==> src/hw/rtl/vtdc_pkg.sv <==
// Shared types and constants for the visual target drive controller.
// No dependencies; imported by vtdc_wheel, visual_target_drive_controller and tb.
`default_nettype none

package vtdc_pkg;

    typedef logic signed [13:0] drive_t;
    typedef logic [6:0]         speed_t;

    localparam int     DRIVE_MAX       = 8191;
    localparam speed_t MIN_SPEED_MAX   = 7'd100;
    localparam speed_t MIN_SPEED_RESET = 7'd35;

    // Result status codes
    typedef enum logic [1:0] {
        STATUS_DRIVE     = 2'd0,
        STATUS_ALIGNED   = 2'd1,
        STATUS_NO_TARGET = 2'd2
    } status_t;

    // Configuration register indexes
    typedef enum logic [2:0] {
        CFG_TARGET_X        = 3'd0,
        CFG_TARGET_Y        = 3'd1,
        CFG_GAIN_X          = 3'd2,
        CFG_GAIN_Y          = 3'd3,
        CFG_START_MIN_SPEED = 3'd4,
        CFG_PRESENCE_AREA   = 3'd5,
        CFG_SECOND_AREA     = 3'd6
    } cfg_index_t;

    localparam logic [7:0]  TARGET_X_RESET      = 8'd93;
    localparam logic [7:0]  TARGET_Y_RESET      = 8'd71;
    localparam logic [3:0]  GAIN_RESET          = 4'd1;
    localparam logic [14:0] PRESENCE_AREA_RESET = 15'd150;
    localparam logic [14:0] SECOND_AREA_RESET   = 15'd200;

    // Deadband on each error: aligned when ERR_LOW < err < ERR_HIGH
    localparam logic signed [8:0] ERR_LOW  = -9'sd3;
    localparam logic signed [8:0] ERR_HIGH = 9'sd2;

    // Control from the top level to each wheel
    typedef struct packed {
        logic step;   // a driving word is leaving the compute stage
        logic load;   // reload the minimum speed
    } wheel_ctrl_t;

endpackage

`default_nettype wire

==> src/hw/rtl/vtdc_wheel.sv <==
// One wheel: minimum-speed adaptation from stall/motion and raising of small drives.
// Depends on vtdc_pkg.
`default_nettype none

module vtdc_wheel (
    input  wire                  aclk,
    input  wire                  aresetn,
    input  wire vtdc_pkg::wheel_ctrl_t ctrl,
    input  wire vtdc_pkg::speed_t load_min,
    input  wire vtdc_pkg::drive_t cmd,
    input  wire logic signed [31:0] pos,
    output vtdc_pkg::drive_t     drive
);
    import vtdc_pkg::*;

    speed_t             min_reg, min_next;
    drive_t             prev_cmd_reg;
    logic signed [31:0] prev_pos_reg;

    logic               same_cmd, opp_cmd, moved;
    logic signed [14:0] cmd_w, prev_neg, min_w, min_neg;
    logic signed [8:0]  min_sum;
    logic signed [2:0]  adj;

    always_comb begin
        cmd_w    = {cmd[13], cmd};
        prev_neg = -{prev_cmd_reg[13], prev_cmd_reg};
        same_cmd = (cmd == prev_cmd_reg);
        opp_cmd  = (cmd_w == prev_neg);
        moved    = (pos != prev_pos_reg);

        adj = 3'sd0;
        if (same_cmd && !moved) begin
            adj = adj + 3'sd1;
        end
        if (same_cmd && moved) begin
            adj = adj - 3'sd1;
        end
        if (opp_cmd && moved) begin
            adj = adj - 3'sd2;
        end

        min_sum = $signed({2'b00, min_reg}) + {{6{adj[2]}}, adj};
        if (min_sum < 9'sd0) begin
            min_next = 7'd0;
        end else if (min_sum > $signed({2'b00, MIN_SPEED_MAX})) begin
            min_next = MIN_SPEED_MAX;
        end else begin
            min_next = min_sum[6:0];
        end

        // Raise small nonzero drives to the adapted minimum
        min_w   = {8'd0, min_next};
        min_neg = -min_w;
        drive   = cmd;
        if (cmd_w < 15'sd0 && cmd_w > min_neg) begin
            drive = min_neg[13:0];
        end
        if (cmd_w > 15'sd0 && cmd_w < min_w) begin
            drive = min_w[13:0];
        end
    end

    always_ff @(posedge aclk) begin
        if (!aresetn) begin
            min_reg      <= MIN_SPEED_RESET;
            prev_cmd_reg <= '0;
            prev_pos_reg <= '0;
        end else if (ctrl.load) begin
            min_reg <= load_min;
        end else if (ctrl.step) begin
            min_reg      <= min_next;
            prev_cmd_reg <= cmd;
            prev_pos_reg <= pos;
        end
    end

endmodule

`default_nettype wire

==> src/hw/rtl/visual_target_drive_controller.sv <==
// Top level of the visual target drive controller: input register, target
// selection and error/drive arithmetic, result register. Depends on vtdc_pkg, vtdc_wheel.
`default_nettype none

// One frame report in, one drive word out. A report is held in an input
// register; from there the blob choice, deadband test, differential drive
// and per-wheel minimum-speed adaptation are worked out in a single
// combinational pass and the result lands in the output register. m_valid
// rises once the result is registered, which waits while the output register
// holds an untaken word; a new report is taken every cycle
// as long as m_ready keeps the output register draining. The wheel state
// (previous drives, positions, minimum speeds) is updated as each driving word
// leaves the compute stage, so consecutive reports see it at once. No-target
// and aligned words leave that state untouched. Configuration is taken on
// cfg_valid at any time but must only be written while the block is idle;
// writing start_min_speed also reloads both minimum speeds (capped at 100).
module visual_target_drive_controller (
    input  wire                aclk,
    input  wire                aresetn,

    input  wire                cfg_valid,
    output logic               cfg_ready,
    input  wire  [2:0]         cfg_index,
    input  wire  [14:0]        cfg_data,

    input  wire                s_valid,
    output logic               s_ready,
    input  wire  [3:0]         s_blob_count,
    input  wire  [14:0]        s_area_first,
    input  wire  [14:0]        s_area_second,
    input  wire  [7:0]         s_first_x,
    input  wire  [7:0]         s_first_y,
    input  wire  [7:0]         s_second_x,
    input  wire  [7:0]         s_second_y,
    input  wire  signed [31:0] s_left_position,
    input  wire  signed [31:0] s_right_position,

    output logic               m_valid,
    input  wire                m_ready,
    output vtdc_pkg::drive_t   m_left_drive,
    output vtdc_pkg::drive_t   m_right_drive,
    output logic [1:0]         m_status
);
    import vtdc_pkg::*;

    // Configuration registers
    logic [7:0]  target_x_reg, target_y_reg;
    logic [3:0]  gain_x_reg, gain_y_reg;
    logic [14:0] presence_area_reg, second_area_reg;
    speed_t      start_min;

    // Input register
    logic               in_valid_reg;
    logic [3:0]         count_reg;
    logic [14:0]        area1_reg, area2_reg;
    logic [7:0]         x1_reg, y1_reg, x2_reg, y2_reg;
    logic signed [31:0] lpos_reg, rpos_reg;

    // Result register
    logic    out_valid_reg;
    drive_t  left_reg, right_reg;
    status_t status_reg;

    logic               advance, present, use_second, aligned;
    logic [7:0]         tx, ty;
    logic signed [8:0]  ex, ey;
    logic signed [14:0] ex_w, ey_w, gx_w, gy_w, ex_g, ey_g;
    logic signed [15:0] dl_sum, dr_sum;
    drive_t             dl, dr, left_out, right_out;
    status_t            status_next;
    wheel_ctrl_t        wheel_ctrl;

    function automatic drive_t sat_drive(input logic signed [15:0] v);
        if (v > 16'(DRIVE_MAX)) begin
            return 14'(DRIVE_MAX);
        end else if (v < -16'(DRIVE_MAX)) begin
            return 14'(-DRIVE_MAX);
        end
        return v[13:0];
    endfunction

    assign cfg_ready = 1'b1;
    assign advance   = in_valid_reg && (!out_valid_reg || m_ready);
    assign s_ready   = !in_valid_reg || advance;
    assign m_valid   = out_valid_reg;
    assign m_left_drive  = left_reg;
    assign m_right_drive = right_reg;
    assign m_status      = status_reg;

    // Minimum speed load value, capped
    assign start_min = (cfg_data[6:0] > MIN_SPEED_MAX) ? MIN_SPEED_MAX : cfg_data[6:0];

    always_comb begin
        present    = (area1_reg >= presence_area_reg);
        use_second = (count_reg >= 4'd2) && (area2_reg > second_area_reg)
                     && (x1_reg > x2_reg) && (y1_reg < y2_reg);
        tx = use_second ? x2_reg : x1_reg;
        ty = use_second ? y2_reg : y1_reg;
        ex = $signed({1'b0, target_x_reg}) - $signed({1'b0, tx});
        ey = $signed({1'b0, target_y_reg}) - $signed({1'b0, ty});
        aligned = (ex > ERR_LOW) && (ex < ERR_HIGH) && (ey > ERR_LOW) && (ey < ERR_HIGH);

        ex_w = {{6{ex[8]}}, ex};
        ey_w = {{6{ey[8]}}, ey};
        gx_w = {11'd0, gain_x_reg};
        gy_w = {11'd0, gain_y_reg};
        ex_g = ex_w * gx_w;
        ey_g = ey_w * gy_w;
        dl_sum = {ey_g[14], ey_g} - {ex_g[14], ex_g};
        dr_sum = {ey_g[14], ey_g} + {ex_g[14], ex_g};
        dl = sat_drive(dl_sum);
        dr = sat_drive(dr_sum);

        if (!present) begin
            status_next = STATUS_NO_TARGET;
        end else if (aligned) begin
            status_next = STATUS_ALIGNED;
        end else begin
            status_next = STATUS_DRIVE;
        end

        wheel_ctrl.step = advance && (status_next == STATUS_DRIVE);
        wheel_ctrl.load = cfg_valid && (cfg_index == CFG_START_MIN_SPEED);
    end

    vtdc_wheel u_left (
        .aclk     (aclk),
        .aresetn  (aresetn),
        .ctrl     (wheel_ctrl),
        .load_min (start_min),
        .cmd      (dl),
        .pos      (lpos_reg),
        .drive    (left_out)
    );

    vtdc_wheel u_right (
        .aclk     (aclk),
        .aresetn  (aresetn),
        .ctrl     (wheel_ctrl),
        .load_min (start_min),
        .cmd      (dr),
        .pos      (rpos_reg),
        .drive    (right_out)
    );

    always_ff @(posedge aclk) begin
        if (!aresetn) begin
            target_x_reg      <= TARGET_X_RESET;
            target_y_reg      <= TARGET_Y_RESET;
            gain_x_reg        <= GAIN_RESET;
            gain_y_reg        <= GAIN_RESET;
            presence_area_reg <= PRESENCE_AREA_RESET;
            second_area_reg   <= SECOND_AREA_RESET;
        end else if (cfg_valid) begin
            case (cfg_index)
                CFG_TARGET_X:      target_x_reg      <= cfg_data[7:0];
                CFG_TARGET_Y:      target_y_reg      <= cfg_data[7:0];
                CFG_GAIN_X:        gain_x_reg        <= cfg_data[3:0];
                CFG_GAIN_Y:        gain_y_reg        <= cfg_data[3:0];
                CFG_PRESENCE_AREA: presence_area_reg <= cfg_data;
                CFG_SECOND_AREA:   second_area_reg   <= cfg_data;
                default: ;
            endcase
        end
    end

    always_ff @(posedge aclk) begin
        if (!aresetn) begin
            in_valid_reg  <= 1'b0;
            out_valid_reg <= 1'b0;
        end else begin
            if (s_ready) begin
                in_valid_reg <= s_valid;
            end
            if (advance) begin
                out_valid_reg <= 1'b1;
            end else if (m_ready) begin
                out_valid_reg <= 1'b0;
            end
        end
    end

    // Payload registers: hold the word until the next stage takes it
    always_ff @(posedge aclk) begin
        if (s_valid && s_ready) begin
            count_reg <= s_blob_count;
            area1_reg <= s_area_first;
            area2_reg <= s_area_second;
            x1_reg    <= s_first_x;
            y1_reg    <= s_first_y;
            x2_reg    <= s_second_x;
            y2_reg    <= s_second_y;
            lpos_reg  <= s_left_position;
            rpos_reg  <= s_right_position;
        end
        if (advance) begin
            status_reg <= status_next;
            if (status_next == STATUS_DRIVE) begin
                left_reg  <= left_out;
                right_reg <= right_out;
            end else begin
                left_reg  <= '0;
                right_reg <= '0;
            end
        end
    end

endmodule

`default_nettype wire

==> config.mk <==
export PLATFORM = sky130hd
export DESIGN_NAME = visual_target_drive_controller
export DESIGN_NICKNAME = d
export VERILOG_FILES = /design/src/hw/rtl/vtdc_pkg.sv /design/src/hw/rtl/vtdc_wheel.sv /design/src/hw/rtl/visual_target_drive_controller.sv
export SDC_FILE = /design/constraint.sdc
export NUM_CORES = 1
export LEC_CHECK = 0
export CAP_MARGIN = 30
export CORE_UTILIZATION = 65
export CTS_CLUSTER_DIAMETER = 30
export DETAILED_ROUTE_END_ITERATION = 8
export DONT_BUFFER_PORTS = 1
export PLACE_DENSITY = 0.81
export SETUP_SLACK_MARGIN = 0.02
export SKIP_CTS_REPAIR_TIMING = 1
export SLEW_MARGIN = 20
export SYNTH_ARGS = -nofsm -noshare
export SYNTH_HDL_FRONTEND = slang
export SYNTH_SLANG_ARGS = --single-unit
==> constraint.sdc <==
create_clock -name aclk -period 16.55 [get_ports aclk]
set_input_delay 1.655 -clock aclk [delete_from_list [all_inputs] [get_ports aclk]]
set_output_delay 1.655 -clock aclk [all_outputs]
set_load 0.02 [all_outputs]
==> out/summary.txt, run 1 <==
Post-synth EDFFs: 159
sequential fraction of the synthesis area: 0.3552
syn_nets: 2767
vias after detailed routing: 17.98k
post-synthesis async set-or-reset flop share: 0
number of max-cap violations: 0
Die Y: 188.4 um
largest family of logic cells by synthesized area: simple AND/OR/NAND/NOR gates
synth top area cells: edfxtp_1 21%, dfxtp_1 14%, ha_1 11%
power per cell area: 210.8 nW/um2
fillers: 2149
drt pass-1 iters: 6
placed cell areas: 23580 um2
final setup margin: 0.7015 ns
multiplexer share of the synthesized area: 0.06396
Nets: 2878
area share of xor/xnor cells in the synthesized design: 0.07139
largest net degree at the start of global routing: 159
Main synth FF type: dfxtp_1
vias in the first global route: 17.84k
Die Wd: 188.4 um
Net Sw Power: 2403 uW
Synth area leader: edfxtp_1
share of cells above drive strength 1: 0.1311
first-pass GRT wire length: 91150 um
drt wl/cell: 19.34 um
CTS Buf Count: 69
crit-path max cell delay: 0.55 ns
Overall Global Routing Usage: 0.3218
Final ANT Viol Nets: 0
GPL Wtd Cong: 0.9272
number of port buffers: 0
Final Critical Period: 15.85 ns
Post-Synth Adder-Cell Area: 0.1543
maximum fanout along the worst path: 12
CP max stage cell: fa_1
Int Power: 3179 uW
most common cell after layout, fill and taps aside: inv_1
Final setup viols: 0
overflow left after global routing: 0
final setup skew: 0.02892 ns
Max Fclk: 63.10 MHz
Synth Area in Compound Gates: 0.1337
final hold slack: 0.4620 ns
sequential share of power: 0.188
Synth top area share: 0.2115
pre-CTS setup slack: 0.3844 ns
flops & latches, synth: 321
Core Region: 33870 um2
Post-Synthesis Cells: 2372
Die ar.: 35480 um2
Initial Utilization: 0.6665
post-synthesis cell type count: 90
Clock power frac: 0.246
Setup CP Type: register to register
Routed WL: 57800 um
I/O pin cnt: 186
Critical Path RT: 16.92 ns
DRC viols: 0
synth warn: 0
Num Clock Sinks: 321
CP startpoint kind: register
Synth Area in Simple Gates: 0.1691
H-tree lvl count: 3
most frequent cells in the layout: 220 x inv_1, 193 x ha_1, 188 x nand2_1, 162 x dfxtp_1, 159 x edfxtp_1
slew margin rel.: 0.3420
Critical Path AT: 16.22 ns
final non-filler cell area: 26470 um2
Slew Viols, Final: 0
Worst-path clk slew: 0.04 ns
Hold WC Path Type: register to register
Mapped Area: 22570 um2
relative area change from synthesis to final layout: 17.28%
Hold Vio Cnt, Final: 0
switching share of power: 0.4305
initial antenna violation count: 1
Tightest Pin Transition: 0.9870 ns
mean cell area of the mapped netlist: 9.517 um2
status: complete, no violations
Detailed Place HPWL: 40150 um
CTS tree: built
clk_lat worst skew: 0.59 ns
Via density: 6.015
row cnt: 67
Worst setup EP type: register
Tcrit/Tclk final: 0.9576
clock root buffer: clkbuf_16
combinational power share: 0.566
VDD IR max: 217.0 uV
Max Buffers Root-to-Sink: 3
CP most frequent cell: ha_1
Static Leak: 0.01082 uW
DR iter-0 viols: 1183
==> final cells by class <==
cell class / instances / area (um2) / area share
multi-input combinational: 1750 / 13780 / 0.5206
clock buffer: 83 / 1819 / 0.06872
inverter: 224 / 840.8 / 0.03176
timing repair buffer: 117 / 912.1 / 0.03445
tap: 448 / 560.5 / 0.02117
clock inverter: 45 / 539.3 / 0.02037
sequential: 321 / 8018 / 0.3029
antenna: 1 / 2.502 / 0.00009452
==> cell usage after synthesis (10+ instances only) <==
| cell type | instances |
|---|---|
| a21o_1 | 27 |
| a211oi_1 | 32 |
| a21oi_1 | 102 |
| inv_1 | 222 |
| nor3b_1 | 10 |
| nor2_1 | 110 |
| nor2b_1 | 151 |
| nand4_1 | 31 |
| o21ai_1 | 11 |
| o21ai_0 | 71 |
| nor4_1 | 17 |
| nand2b_1 | 41 |
| dfxtp_1 | 162 |
| and2_1 | 52 |
| fa_1 | 44 |
| ha_1 | 198 |
| a31oi_1 | 14 |
| nand3_1 | 34 |
| maj3_1 | 10 |
| xor2_1 | 30 |
| edfxtp_1 | 159 |
| a21boi_0 | 35 |
| mux2i_1 | 133 |
| o211a_1 | 10 |
| buf_2 | 17 |
| o21bai_1 | 17 |
| nor3_1 | 33 |
| clkbuf_1 | 51 |
| or3_1 | 12 |
| nand2_1 | 190 |
| xnor2_1 | 154 |
| mux2_2 | 10 |
| o211ai_1 | 15 |
| o21a_1 | 24 |
==> stage by stage <==
step / TNS [ns] / power (uW) / utilization / cells
floorplan: 0 / 3068 / - / 2372
global placement: 0 / 3865 / 0.6958 / 2840
detailed placement: 0 / 3943 / 0.6963 / 2842
CTS: 0 / 5357 / 0.7660 / 2970
global route: -0.5089 / 5917 / 0.7816 / 2988
finish: 0 / 5581 / 0.7817 / 2989
==> power by group through the flow <==
stage	combinational (uW)	sequential (uW)	clock (uW)
after floorplan	2030	1040	0
final	3160	1050	1370
after CTS	2920	1050	1380
after detailed placement	2880	1060	0
after global routing	3440	1060	1420
after global placement	2810	1060	0
==> worst paths after layout <==
| path | start | end | slack [ns] | depth (start not counted) |
|---|---|---|---|---|
| max | second_area_reg[1] | m_right_drive[3] | 0.70 | 77 |
| min | second_area_reg[5] | second_area_reg[5] | 0.46 | 2 |
| max reg2reg | second_area_reg[1] | m_right_drive[3] | 0.70 | 77 |
| min reg2reg | second_area_reg[5] | second_area_reg[5] | 0.46 | 2 |
==> worst max-delay path, delay by kind of cell, from the launching register on <==
family          cells  cell delay, ns
fa+ha+maj          14            4.89
flops               1            0.34
simple gates       22            3.37
mux                 1            0.07
buf+inv            10            1.05
compound gates     29            5.66
xor+xnor            1            0.26
==> cell families after synthesis <==
kind of cell,Yosys count
mux,143
simple gates,728
compound gates,439
flops,321
xor+xnor,184
other cells,1
fa+ha+maj,254
buf+inv,302
==> layer usage <==
metal  up-vias  part of all wire  global-route usage
met5         -           0.00022                   0
met4         2             0.036              0.1452
met3       148             0.065             0.05867
met2       637              0.48              0.5390
met1      8651              0.42              0.4049
li1       8542                 -                   -
No activity file was read; power rests on OpenSTA's default activity.
==> run 2, diff against run 1 <==
==> constraint.sdc (replaced) <==
create_clock -name aclk -period 16.55 [get_ports aclk]
set_input_delay 0.8275 -clock aclk [delete_from_list [all_inputs] [get_ports aclk]]
set_output_delay 0.8275 -clock aclk [all_outputs]
set_load 0.02 [all_outputs]
==> run 2 against run 1 <==
Global-route usage decreased by 0.19 points. Wire length decreased by 1.2%. Hold slack got worse by 0.12 ns. Clock skew decreased by 0.0054 ns. Fmax increased by 0.54%. Combinational power decreased by 3%. Flip-flop and latch count unchanged. Clock-buffer cell count increased by 6.
==> out/summary.txt, run 2 (same netlist as run 1, synthesis figures left out) <==
Final ANT Viol Nets: 0 (unchanged)
Antenna Cells: 0 (-1)
most common cell after layout, fill and taps aside: inv_1
Initial Utilization: 0.6665 (unchanged)
status: complete, no violations
Max Fclk: 63.44 MHz (+0.54%)
Die Wd: 188.4 um (unchanged)
Critical Path RT: 17.00 ns (+0.08 ns)
Tcrit/Tclk final: 0.9525 (-0.005121)
largest net degree at the start of global routing: 159 (unchanged)
GPL Wtd Cong: 0.9304 (+0.35%)
drt wl/cell: 19.21 um (-0.63%)
vias in the first global route: 18.09k (+1.4%)
RSZ-0062 raised after global routing: true
Num Clock Sinks: 321 (unchanged)
Die Y: 188.4 um (unchanged)
CP most frequent cell: ha_1
Detailed Place HPWL: 40320 um (+0.40%)
final setup skew: 0.02351 ns (-0.005414 ns)
slew margin rel.: 0.3598 (+0.01775)
number of max-cap violations: 0 (unchanged)
Overall Global Routing Usage: 0.3199 (-0.001901)
DR iter-0 viols: 1171 (-1.0%)
Core Region: 33870 um2 (unchanged)
Via density: 6.031 (+0.25%)
Nets: 2867 (-0.38%)
Worst R2R Start: second_area_reg[1]
most frequent cells in the layout: 220 x inv_1, 195 x ha_1, 189 x nand2_1, 162 x dfxtp_1, 159 x edfxtp_1
share of cells above drive strength 1: 0.1164 (-0.01467)
non-filler cells, final: 2973 (-0.54%)
Worst setup EP type: register
CTS tree: built
Routed WL: 57130 um (-1.2%)
number of port buffers: 0 (unchanged)
maximum fanout along the worst path: 13 (+1)
CP startpoint kind: register
clock root buffer: clkbuf_16
min-delay src: s_area_first[3]
Die ar.: 35480 um2 (unchanged)
clk_lat worst skew: 0.58 ns (about the same)
Sum Neg Setup Slack: 0 ns (unchanged)
CTS Buf Count: 66 (-4.3%)
initial antenna violation count: 2 (+1)
Static Leak: 0.01067 uW (-1.4%)
Critical path origin: second_area_reg[1]
Setup CP Type: register to register
Placed Cells: 2843 (+0.035%)
Final Critical Period: 15.76 ns (-0.08475 ns)
Critical Path AT: 16.21 ns (about the same)
vias after detailed routing: 17.93k (-0.28%)
crit-path max cell delay: 0.56 ns (about the same)
DRC viols: 0 (unchanged)
VDD IR max: 209.4 uV (-3.5%)
relative area change from synthesis to final layout: 15.67%
H-tree lvl count: 3 (unchanged)
Final setup viols: 0 (unchanged)
row cnt: 67 (unchanged)
first-pass GRT wire length: 91160 um (about the same)
Tightest Pin Transition: 0.9583 ns (-0.02865 ns)
Hold Vio Cnt, Final: 0 (unchanged)
overflow left after global routing: 0 (unchanged)
final core utilization: 0.7710 (-0.01068)
drt pass-1 iters: 5 (-1)
Slew Viols, Final: 0 (unchanged)
Hold WC Path Type: input port to register
power per cell area: 208.4 nW/um2 (-1.1%)
CP max stage cell: or4_1
Max Buffers Root-to-Sink: 3 (unchanged)
Worst-path clk slew: 0.05 ns (about the same)
I/O pin cnt: 186 (unchanged)
final hold slack: 0.3375 ns (-0.1246 ns)
-- run 2: worst max-delay path: cells and delay by family, from the launching register on --
kind	cells	cell delay, ns
AOI/OAI and AO/OA	26	5.36
adders and majority gates	13	4.77
and+or+nand+nor	21	3.37
buffers and inverters	9	0.88
xor gates and xnor gates	2	0.46
muxes	2	0.41
DFF	1	0.33
-- run 2: where the power goes --
group | switching, uW | internal [uW] | total, uW
Clock | 443 | 880 | 1320
Sequential | 96.5 | 953 | 1050
Combinational | 1780 | 1290 | 3070
-- run 2: final cells by class --
type                       instances  area, um2
clock buffer                      89       1809
clock inverter                    32      417.9
fill                            2225       7755
inverter                         224      840.8
multi-input combinational       1750      13630
sequential                       321       8018
tap                              448      560.5
timing repair buffer             109      834.6
-- run 2: worst paths after layout --
kind / slack (ns) / endpoint / cells past startpoint
worst max-delay path: 0.79 / m_left_drive[12] / 73
worst min-delay path: 0.34 / area1_reg[3] / 0
worst max register to register: 0.79 / m_left_drive[12] / 73
worst min register to register: 0.47 / presence_area_reg[0] / 2
-- run 2: stage by stage --
step / area (um2) / setup slack (ns) / power [uW]
after global placement: 23560 / 0.6176 / 3853
after detailed placement: 23580 / 0.2966 / 3932
after CTS: 25800 / 0.09350 / 5287
final: 26110 / 0.7862 / 5443
after floorplan: 22570 / 1.771 / 3068
after global routing: 26110 / -0.1538 / 5772
-- run 2: routing by layer --
layer | GRT usage | vias up | wire [um]
li1 | - | 8525 | -
met1 | 0.3995 | 8606 | 24130
met2 | 0.5483 | 671 | 27680
met3 | 0.05681 | 125 | 3583
met4 | 0.1278 | 2 | 1723
met5 | 0 | - | 14
